**src/implicit_list_best_fit_allocator_defines.svh**
```systemverilog
// Assertion macros for the allocator.
`ifndef IMPLICIT_LIST_BEST_FIT_ALLOCATOR_DEFINES_SVH
`define IMPLICIT_LIST_BEST_FIT_ALLOCATOR_DEFINES_SVH
`ifndef ASSERT_OFF
`define ASSERT_IMPL(label, clk, rst, ante, cons) \
  label: assert property (@(posedge clk) disable iff (rst) (ante) |-> (cons)) \
    else $error("assertion failed");
`define ASSERT_NEXT(label, clk, rst, ante, cons) \
  label: assert property (@(posedge clk) disable iff (rst) (ante) |=> (cons)) \
    else $error("assertion failed");
`else
`define ASSERT_IMPL(label, clk, rst, ante, cons)
`define ASSERT_NEXT(label, clk, rst, ante, cons)
`endif
`endif

```
**src/ilbfa_pkg.sv**
```systemverilog
package ilbfa_pkg;

  localparam int HEAP_BYTES = 16384;
  localparam int WORD_COUNT = HEAP_BYTES / 4;
  localparam int IDX_W      = $clog2(WORD_COUNT);
  localparam int WORD_W     = 15;
  localparam int AW         = 20;
  localparam int PTR_W      = 14;
  localparam int REQ_W      = 16;
  localparam int CFG_W      = 15;
  localparam int REG_IDX_W  = 1;

  localparam logic [CFG_W-1:0] CHUNK_RESET = CFG_W'(4096);
  localparam logic [CFG_W-1:0] LIMIT_RESET = CFG_W'(16384);

  typedef enum logic [1:0] {
    OPC_INIT    = 2'd0,
    OPC_MALLOC  = 2'd1,
    OPC_FREE    = 2'd2,
    OPC_REALLOC = 2'd3
  } opcode_t;

  typedef enum logic [1:0] {
    ST_OK     = 2'd0,
    ST_FAIL   = 2'd1,
    ST_NOINIT = 2'd2
  } status_t;

  typedef enum logic [REG_IDX_W-1:0] {
    REG_CHUNK = 1'b0,
    REG_LIMIT = 1'b1
  } reg_idx_t;

  typedef struct packed {
    logic [1:0]       opcode;
    logic [PTR_W-1:0] block_ptr;
    logic [REQ_W-1:0] request_bytes;
  } in_item_t;

  typedef struct packed {
    logic [PTR_W-1:0] result_ptr;
    logic [1:0]       status;
    logic             copy_needed;
  } out_item_t;

  typedef enum logic [5:0] {
    CMD_NOP, CMD_LOAD, CMD_INIT0, CMD_IW0, CMD_IW4, CMD_IW8, CMD_IW12, CMD_INIT_OK,
    CMD_G0, CMD_G1, CMD_G2, CMD_G3, CMD_G4,
    CMD_M0, CMD_M1, CMD_M2, CMD_M3, CMD_M4, CMD_M5,
    CMD_MA1, CMD_MA2, CMD_MB1, CMD_MB2, CMD_MC1, CMD_MC2,
    CMD_F0, CMD_F1, CMD_F2,
    CMD_A0, CMD_W0, CMD_W1, CMD_BEST, CMD_GSEL,
    CMD_P0, CMD_P1,
    CMD_S1, CMD_S2, CMD_S3, CMD_S4, CMD_Q1, CMD_Q2,
    CMD_RES_BP, CMD_RES_PTR, CMD_SETCOPY,
    CMD_R0, CMD_R1, CMD_SHRINK
  } dp_cmd_t;

  typedef struct packed {
    logic [1:0] opcode;
    logic       optr_zero;
    logic       req_zero;
    logic       initd;
    logic       lim_lt16;
    logic       grow_fail;
    logic       p_ge_brk;
    logic       rd_zero;
    logic       rd_alloc;
    logic       palloc;
    logic       best_zero;
    logic       blk_lt_need;
    logic       split_ok;
    logic       res_zero;
  } dp_stat_t;

  typedef enum logic [5:0] {
    S_IDLE, S_DISPATCH, S_I0, S_IW0, S_IW4, S_IW8, S_IW12, S_INIT_OK,
    S_G0, S_G1, S_G2, S_G3, S_G4,
    S_M0, S_M1, S_M2, S_M3, S_M4, S_M5,
    S_MA1, S_MA2, S_MB1, S_MB2, S_MC1, S_MC2,
    S_F0, S_F1, S_F2,
    S_A0, S_W0, S_W1, S_WDONE, S_BEST, S_GSEL,
    S_P0, S_P1, S_P2,
    S_S1, S_S2, S_S3, S_S4, S_Q1, S_Q2,
    S_RES_BP, S_MALLOC_RET, S_SETCOPY,
    S_R0, S_R1, S_R2, S_RES_PTR, S_SHRINK, S_FIN
  } ctl_state_t;

  typedef enum logic [2:0] {
    FL_INIT, FL_MALLOC, FL_FREE, FL_REALLOC, FL_RGROW, FL_RSHRINK
  } flow_t;

endpackage

```
**src/ilbfa_ctrl.sv**
```systemverilog
module ilbfa_ctrl (
  input  logic                clk,
  input  logic                rst,
  input  logic                in_valid,
  output logic                in_stall,
  input  logic                out_room,
  output logic                emit,
  input  ilbfa_pkg::dp_stat_t stat,
  output ilbfa_pkg::dp_cmd_t  cmd
);
  import ilbfa_pkg::*;

  ctl_state_t state, state_next;
  flow_t      flow, flow_next;
  logic       from_grow, from_grow_next;
  ctl_state_t merge_exit;

  always_ff @(posedge clk) begin
    if (rst) begin
      state     <= S_IDLE;
      flow      <= FL_MALLOC;
      from_grow <= 1'b0;
    end else begin
      state     <= state_next;
      flow      <= flow_next;
      from_grow <= from_grow_next;
    end
  end

  always_comb begin
    if (!from_grow) merge_exit = S_FIN;
    else if (flow == FL_INIT) merge_exit = S_INIT_OK;
    else merge_exit = S_P0;
  end

  always_comb begin
    state_next     = state;
    flow_next      = flow;
    from_grow_next = from_grow;
    cmd            = CMD_NOP;
    emit           = 1'b0;
    in_stall       = 1'b1;
    case (state)
      S_IDLE: begin
        in_stall = 1'b0;
        if (in_valid) begin
          cmd        = CMD_LOAD;
          state_next = S_DISPATCH;
        end
      end
      S_DISPATCH: begin
        if (stat.opcode == OPC_INIT) begin
          flow_next  = FL_INIT;
          state_next = S_I0;
        end else if (!stat.initd) begin
          state_next = S_FIN;
        end else if (stat.opcode == OPC_MALLOC) begin
          flow_next  = FL_MALLOC;
          state_next = S_A0;
        end else if (stat.opcode == OPC_FREE) begin
          flow_next  = FL_FREE;
          state_next = stat.optr_zero ? S_FIN : S_F0;
        end else if (stat.optr_zero) begin
          flow_next  = FL_MALLOC;
          state_next = S_A0;
        end else if (stat.req_zero) begin
          flow_next  = FL_FREE;
          state_next = S_RES_PTR;
        end else begin
          flow_next  = FL_REALLOC;
          state_next = S_R0;
        end
      end
      S_I0: begin
        cmd        = CMD_INIT0;
        state_next = stat.lim_lt16 ? S_FIN : S_IW0;
      end
      S_IW0:  begin cmd = CMD_IW0;  state_next = S_IW4;  end
      S_IW4:  begin cmd = CMD_IW4;  state_next = S_IW8;  end
      S_IW8:  begin cmd = CMD_IW8;  state_next = S_IW12; end
      S_IW12: begin cmd = CMD_IW12; state_next = S_G0;   end
      S_INIT_OK: begin cmd = CMD_INIT_OK; state_next = S_FIN; end
      S_G0: begin cmd = CMD_G0; state_next = S_G1; end
      S_G1: begin
        cmd = CMD_G1;
        if (stat.grow_fail) state_next = (flow == FL_INIT) ? S_FIN : S_MALLOC_RET;
        else state_next = S_G2;
      end
      S_G2: begin cmd = CMD_G2; state_next = S_G3; end
      S_G3: begin cmd = CMD_G3; state_next = S_G4; end
      S_G4: begin
        cmd            = CMD_G4;
        from_grow_next = 1'b1;
        state_next     = S_M0;
      end
      S_M0: begin cmd = CMD_M0; state_next = S_M1; end
      S_M1: begin cmd = CMD_M1; state_next = S_M2; end
      S_M2: begin cmd = CMD_M2; state_next = S_M3; end
      S_M3: begin cmd = CMD_M3; state_next = S_M4; end
      S_M4: begin cmd = CMD_M4; state_next = S_M5; end
      S_M5: begin
        cmd = CMD_M5;
        if (stat.palloc && stat.rd_alloc) state_next = merge_exit;
        else if (stat.palloc) state_next = S_MA1;
        else if (stat.rd_alloc) state_next = S_MB1;
        else state_next = S_MC1;
      end
      S_MA1: begin cmd = CMD_MA1; state_next = S_MA2; end
      S_MA2: begin cmd = CMD_MA2; state_next = merge_exit; end
      S_MB1: begin cmd = CMD_MB1; state_next = S_MB2; end
      S_MB2: begin cmd = CMD_MB2; state_next = merge_exit; end
      S_MC1: begin cmd = CMD_MC1; state_next = S_MC2; end
      S_MC2: begin cmd = CMD_MC2; state_next = merge_exit; end
      S_F0: begin cmd = CMD_F0; state_next = S_F1; end
      S_F1: begin cmd = CMD_F1; state_next = S_F2; end
      S_F2: begin
        cmd            = CMD_F2;
        from_grow_next = 1'b0;
        state_next     = S_M0;
      end
      S_A0: begin
        cmd        = CMD_A0;
        state_next = stat.req_zero ? S_MALLOC_RET : S_W0;
      end
      S_W0: begin
        cmd        = CMD_W0;
        state_next = stat.p_ge_brk ? S_WDONE : S_W1;
      end
      S_W1: begin
        cmd        = CMD_W1;
        state_next = stat.rd_zero ? S_WDONE : S_W0;
      end
      S_WDONE: state_next = stat.best_zero ? S_GSEL : S_BEST;
      S_BEST: begin cmd = CMD_BEST; state_next = S_P0; end
      S_GSEL: begin cmd = CMD_GSEL; state_next = S_G0; end
      S_P0: begin cmd = CMD_P0; state_next = S_P1; end
      S_P1: begin cmd = CMD_P1; state_next = S_P2; end
      S_P2: state_next = stat.split_ok ? S_S1 : S_Q1;
      S_S1: begin cmd = CMD_S1; state_next = S_S2; end
      S_S2: begin cmd = CMD_S2; state_next = S_S3; end
      S_S3: begin cmd = CMD_S3; state_next = S_S4; end
      S_S4: begin
        cmd        = CMD_S4;
        state_next = (flow == FL_RSHRINK) ? S_SHRINK : S_RES_BP;
      end
      S_Q1: begin cmd = CMD_Q1; state_next = S_Q2; end
      S_Q2: begin cmd = CMD_Q2; state_next = S_RES_BP; end
      S_RES_BP: begin cmd = CMD_RES_BP; state_next = S_MALLOC_RET; end
      S_MALLOC_RET: begin
        state_next = (flow == FL_RGROW && !stat.res_zero) ? S_SETCOPY : S_FIN;
      end
      S_SETCOPY: begin cmd = CMD_SETCOPY; state_next = S_F0; end
      S_R0: begin cmd = CMD_R0; state_next = S_R1; end
      S_R1: begin cmd = CMD_R1; state_next = S_R2; end
      S_R2: begin
        if (stat.blk_lt_need) begin
          flow_next  = FL_RGROW;
          state_next = S_A0;
        end else begin
          flow_next  = FL_RSHRINK;
          state_next = S_RES_PTR;
        end
      end
      S_RES_PTR: begin
        cmd = CMD_RES_PTR;
        if (flow == FL_FREE) state_next = S_F0;
        else state_next = stat.split_ok ? S_S1 : S_FIN;
      end
      S_SHRINK: begin
        cmd            = CMD_SHRINK;
        from_grow_next = 1'b0;
        state_next     = S_M0;
      end
      S_FIN: begin
        if (out_room) begin
          emit       = 1'b1;
          state_next = S_IDLE;
        end
      end
      default: state_next = S_IDLE;
    endcase
  end

endmodule

```
**config.mk**
```make
export PLATFORM = sky130hd
export DESIGN_NAME = ilbfa_ctrl
export DESIGN_NICKNAME = d
export VERILOG_FILES = /design/src/implicit_list_best_fit_allocator_defines.svh /design/src/ilbfa_pkg.sv /design/src/ilbfa_ctrl.sv
export SDC_FILE = /design/constraint.sdc
export NUM_CORES = 1
export LEC_CHECK = 0
export BUFFER_PORTS_ARGS = -buffer_cell sky130_fd_sc_hd__buf_4
export CAP_MARGIN = 25
export CORE_MARGIN = 2
export CORE_UTILIZATION = 42
export CTS_CLUSTER_DIAMETER = 50
export CTS_CLUSTER_SIZE = 12
export DETAILED_ROUTE_END_ITERATION = 7
export PLACE_DENSITY = 0.58
export SLEW_MARGIN = 30
export SYNTH_ARGS = -nofsm -noshare
export SYNTH_HDL_FRONTEND = slang
export SYNTH_SLANG_ARGS = --single-unit
export TNS_END_PERCENT = 10
```
**constraint.sdc**
```tcl
create_clock -name clk -period 2.2 [get_ports clk]
set_input_delay 0 -clock clk [delete_from_list [all_inputs] [get_ports clk]]
set_output_delay 0 -clock clk [all_outputs]
set_load 0.05 [all_outputs]
```
==> flow_summary.yaml <==
outcome:
  outcome: "finished, final reports clean"
yosys:
  synth-edff-count: 0
  async_flop_share_pct: 0
  syn-cell-area_um2: 1890
  ys_seq_area_share_pct: 10.6
  synth_compound_area_share_pct: 39.5
  synth_top_area_share_pct: 10.6
  synth_area_leaders: "dfxtp_1, o21ai_0, a21oi_1, nor2b_1, nand2_1"
  synth-seq-cells: 10
  synth_top_family_by_area: "compound AO/OA/AOI/OAI gates"
  netlist_instances: 289
  synth_fp_nets: 309
  yosys.area_share.simple_pct: 38.3
  synth_xor_area_share_pct: 0.463
  yosys_warnings: 0
  synthMuxAreaShare_pct: 1.06
  synthAdderAreaFrac_pct: 1.72
  synth_cell_types: 60
  synth_flop_cell: "dfxtp_1"
  synth.avg_cell_area_um2: 6.54
  yosys.area.top_type: "dfxtp_1"
sta:
  setup_ws_ns: 0.112
  drv_slew: 0
  finalCritPeriodShare_pct: 94.9
  hold_viol_final: 0
  setup_viol: 0
  max_clock_freq_mhz: 479
  finalSetupTns_ns: 0
  period_needed_ns: 2.09
  finalClockSkew_ns: 0.00615
  rsz0062_at_grt: "false"
  slew_headroom_pct: 60.3
  tightest_slew_ns: 0.593
clock_tree:
  numCtsBuffers: 3
  clock_sinks: 10
  postCtsSetupRepairBufs: 0
  h-tree-depth: 1
  clk_pin_slew_ns: 0.06
  clkLatencyLatePin_ns: 0.25
  holdBufCountCts: 0
  ctsLongestPathBuffers: 2
  root_buffer: "clkbuf_8"
  tritoncts: "built"
worst_setup_path:
  crit_path_cell_trace: "buf_4 -> buf_4 -> xnor2_1 -> nor2_1 -> a21oi_1 -> o221a_2 -> o21ai_1 -> buf_4"
  max_stage_delay_ns: 0.52
  cp.required_ns: 2.20
  endpoint_kind: "primary output"
  path_common_cell: "buf_4"
  worstPathArrival_ns: 2.09
  path_max_fanout: 13
  ff2ff_setup_slack_ns: 0.14
  r2r-end: "state[0]"
  worst-path-buf-inv: 3
  critPathKind: "register to primary output"
  crit_slowest_cell: "dfxtp_1"
  critPathLaunchType: "register"
  worstReg2RegStart: "state[3]"
  cpLargestDelayFamily: "buffers and inverters"
  rr_worst_depth: 6
grt:
  grt_usage_pct: 29.7
  antenna_found_initial: 0
  grt_overflow_total: 0
  grt_pass1_vias: 2242
  grt_pass1_wl_um: 11800
  grt_max_degree: 21
drt:
  drt_first_pass_iters: 5
  drt_iter0_drc: 401
  routed_wl_um: 7450
  vias: 2484
  drcViolationCount: 0
  viasPerCell: 6.66
  drtAntennaViolNets: 0
  wire_per_inst_um: 20.0
power_and_ir_drop:
  leakage_uw: 0.000900
  p_per_area_nw_per_um2: 1440
  ir_drop_v: 0.000720
job:
  drv_cap: 0
placement:
  hpwlAfterDp_um: 5770
  detailedPlace.worstSlack_ns: -0.0315
  routabilityCongestion: 0.956
  io_buffer_count: 26
layout:
  most-common-layout-cells: "buf_4, nand2_1, o21ai_0, a21oi_1, nor2_1"
  nets: 342
  nFillCells: 470
  ff_latch_area_um2: 200
  antenna_cells: 0
  area_growth_pct: 22.5
  final_common_cell: "buf_4"
  multi_input_area_um2: 1540
  drive_above_1_share_pct: 22.1
floorplanning:
  core_area_um2: 4350
  fp-row-count: 24
  fp.dieW_um: 71.1
  chipHeight_um: 71.1
  io_pins: 27
  start_util_pct: 43.4
  fp.dieArea_um2: 5050
min_path:
  hp-start: "rst"
  whs_path_depth: 2
  worstHoldPathType: "input port to register"
  holdPathEnd: "flow[2]"
==> stage by stage <==
stage	cells	instance area, um2	hold WS, ns	util, %	power, uW
floorplan	289	1890	0.192	-	2140
global placement	369	2250	0.279	51.7	3030
detailed placement	369	2250	0.273	51.7	3000
CTS	373	2310	0.0114	53.0	3260
global route	373	2320	0.0188	53.2	3540
finish	373	2320	0.0161	53.2	3340
==> worst reg2reg max path, delay by kind of cell (launching register included) <==
family / cells / cell delay, ns
AND/OR/NAND/NOR: 1 / 0.13
flip-flops: 1 / 0.51
multiplexers: 1 / 0.14
buffers and inverters: 1 / 0.21
AO/OA/AOI/OAI: 3 / 0.92
==> flip-flops by register name, indices dropped and copies added, names as in the netlist <==
| name | count |
|---|---|
| state | 6 |
| from_grow | 1 |
| flow | 3 |
==> report_power, final <==
| part | internal, uW | switching, uW | total (uW) |
|---|---|---|---|
| combinational | 1020 | 1700 | 2720 |
| clock | 158 | 86.7 | 245 |
| sequential | 237 | 137 | 374 |
==> how the worst max path moves through the flow <==
| stage | startpoint | end | slack (ns) | cells after the start |
|---|---|---|---|---|
| after detailed placement | state[3] | state[0] | -0.03 | 6 |
| final | state[4] | cmd[1] | 0.11 | 8 |
| after global placement | state[3] | state[0] | -0.05 | 6 |
| after CTS | state[3] | state[0] | 0.05 | 6 |
| after floorplan | state[1] | cmd[0] | -0.11 | 4 |
| after global routing | state[5] | cmd[1] | 0.03 | 7 |
==> routing by layer <==
metal	part of all wire, %	vias to the layer above	track usage (%)	wire length [um]
li1	-	1172	-	-
met1	44	1135	42.6	3260
met2	44	146	44.2	3260
met3	9.4	31	6.70	701
met4	3.1	0	9.01	231
met5	0	-	0	0
==> layout make-up <==
class	instances	area share [%]
Multi-Input combinational cell	243	66.6
Timing Repair Buffer	57	18.5
Sequential cell	10	8.64
Tap cell	52	2.81
Clock buffer	4	2.38
Inverter	7	1.13
==> timing repair <==
action | CTS | global route
endpoints found under the hold margin | 0 | 0
endpoints found under the setup margin | 1 | 3
resized for setup | 1 | 3
pin swaps | 0 | 0
==> synthesized netlist by cell type, drive strengths merged (2+ instances only) <==
library cell  instances
nand2                21
o21ai                21
buf                  20
a21oi                19
nor2                 17
nor2b                15
nand3                14
nand2b               11
dfxtp                10
nor3                 10
clkbuf                9
nor4                  8
inv                   7
a22oi                 6
a31oi                 6
nand4                 6
a211o                 5
a21o                  5
and2                  5
and3                  5
o32ai                 5
a21boi                4
o211ai                4
a2111oi               3
a211oi                3
a2bb2oi               3
nand3b                3
nor3b                 3
nor4b                 3
a221oi                2
a22o                  2
a311oi                2
maj3                  2
mux2i                 2
o2111ai               2
o221a                 2
o221ai                2
o22a                  2
o22ai                 2
or3                   2
or3b                  2
==> logic make-up (layout without fill, tap and decap cells) <==
logic type,Yosys count,in the layout
AOI/OAI and AO/OA,107,107
xor gates and xnor gates,1,1
adders and majority gates,3,3
buffers and inverters,36,68
DFF,10,10
muxes,2,2
and+or+nand+nor,130,130
Note: power is estimated with default switching activity, not from simulation.
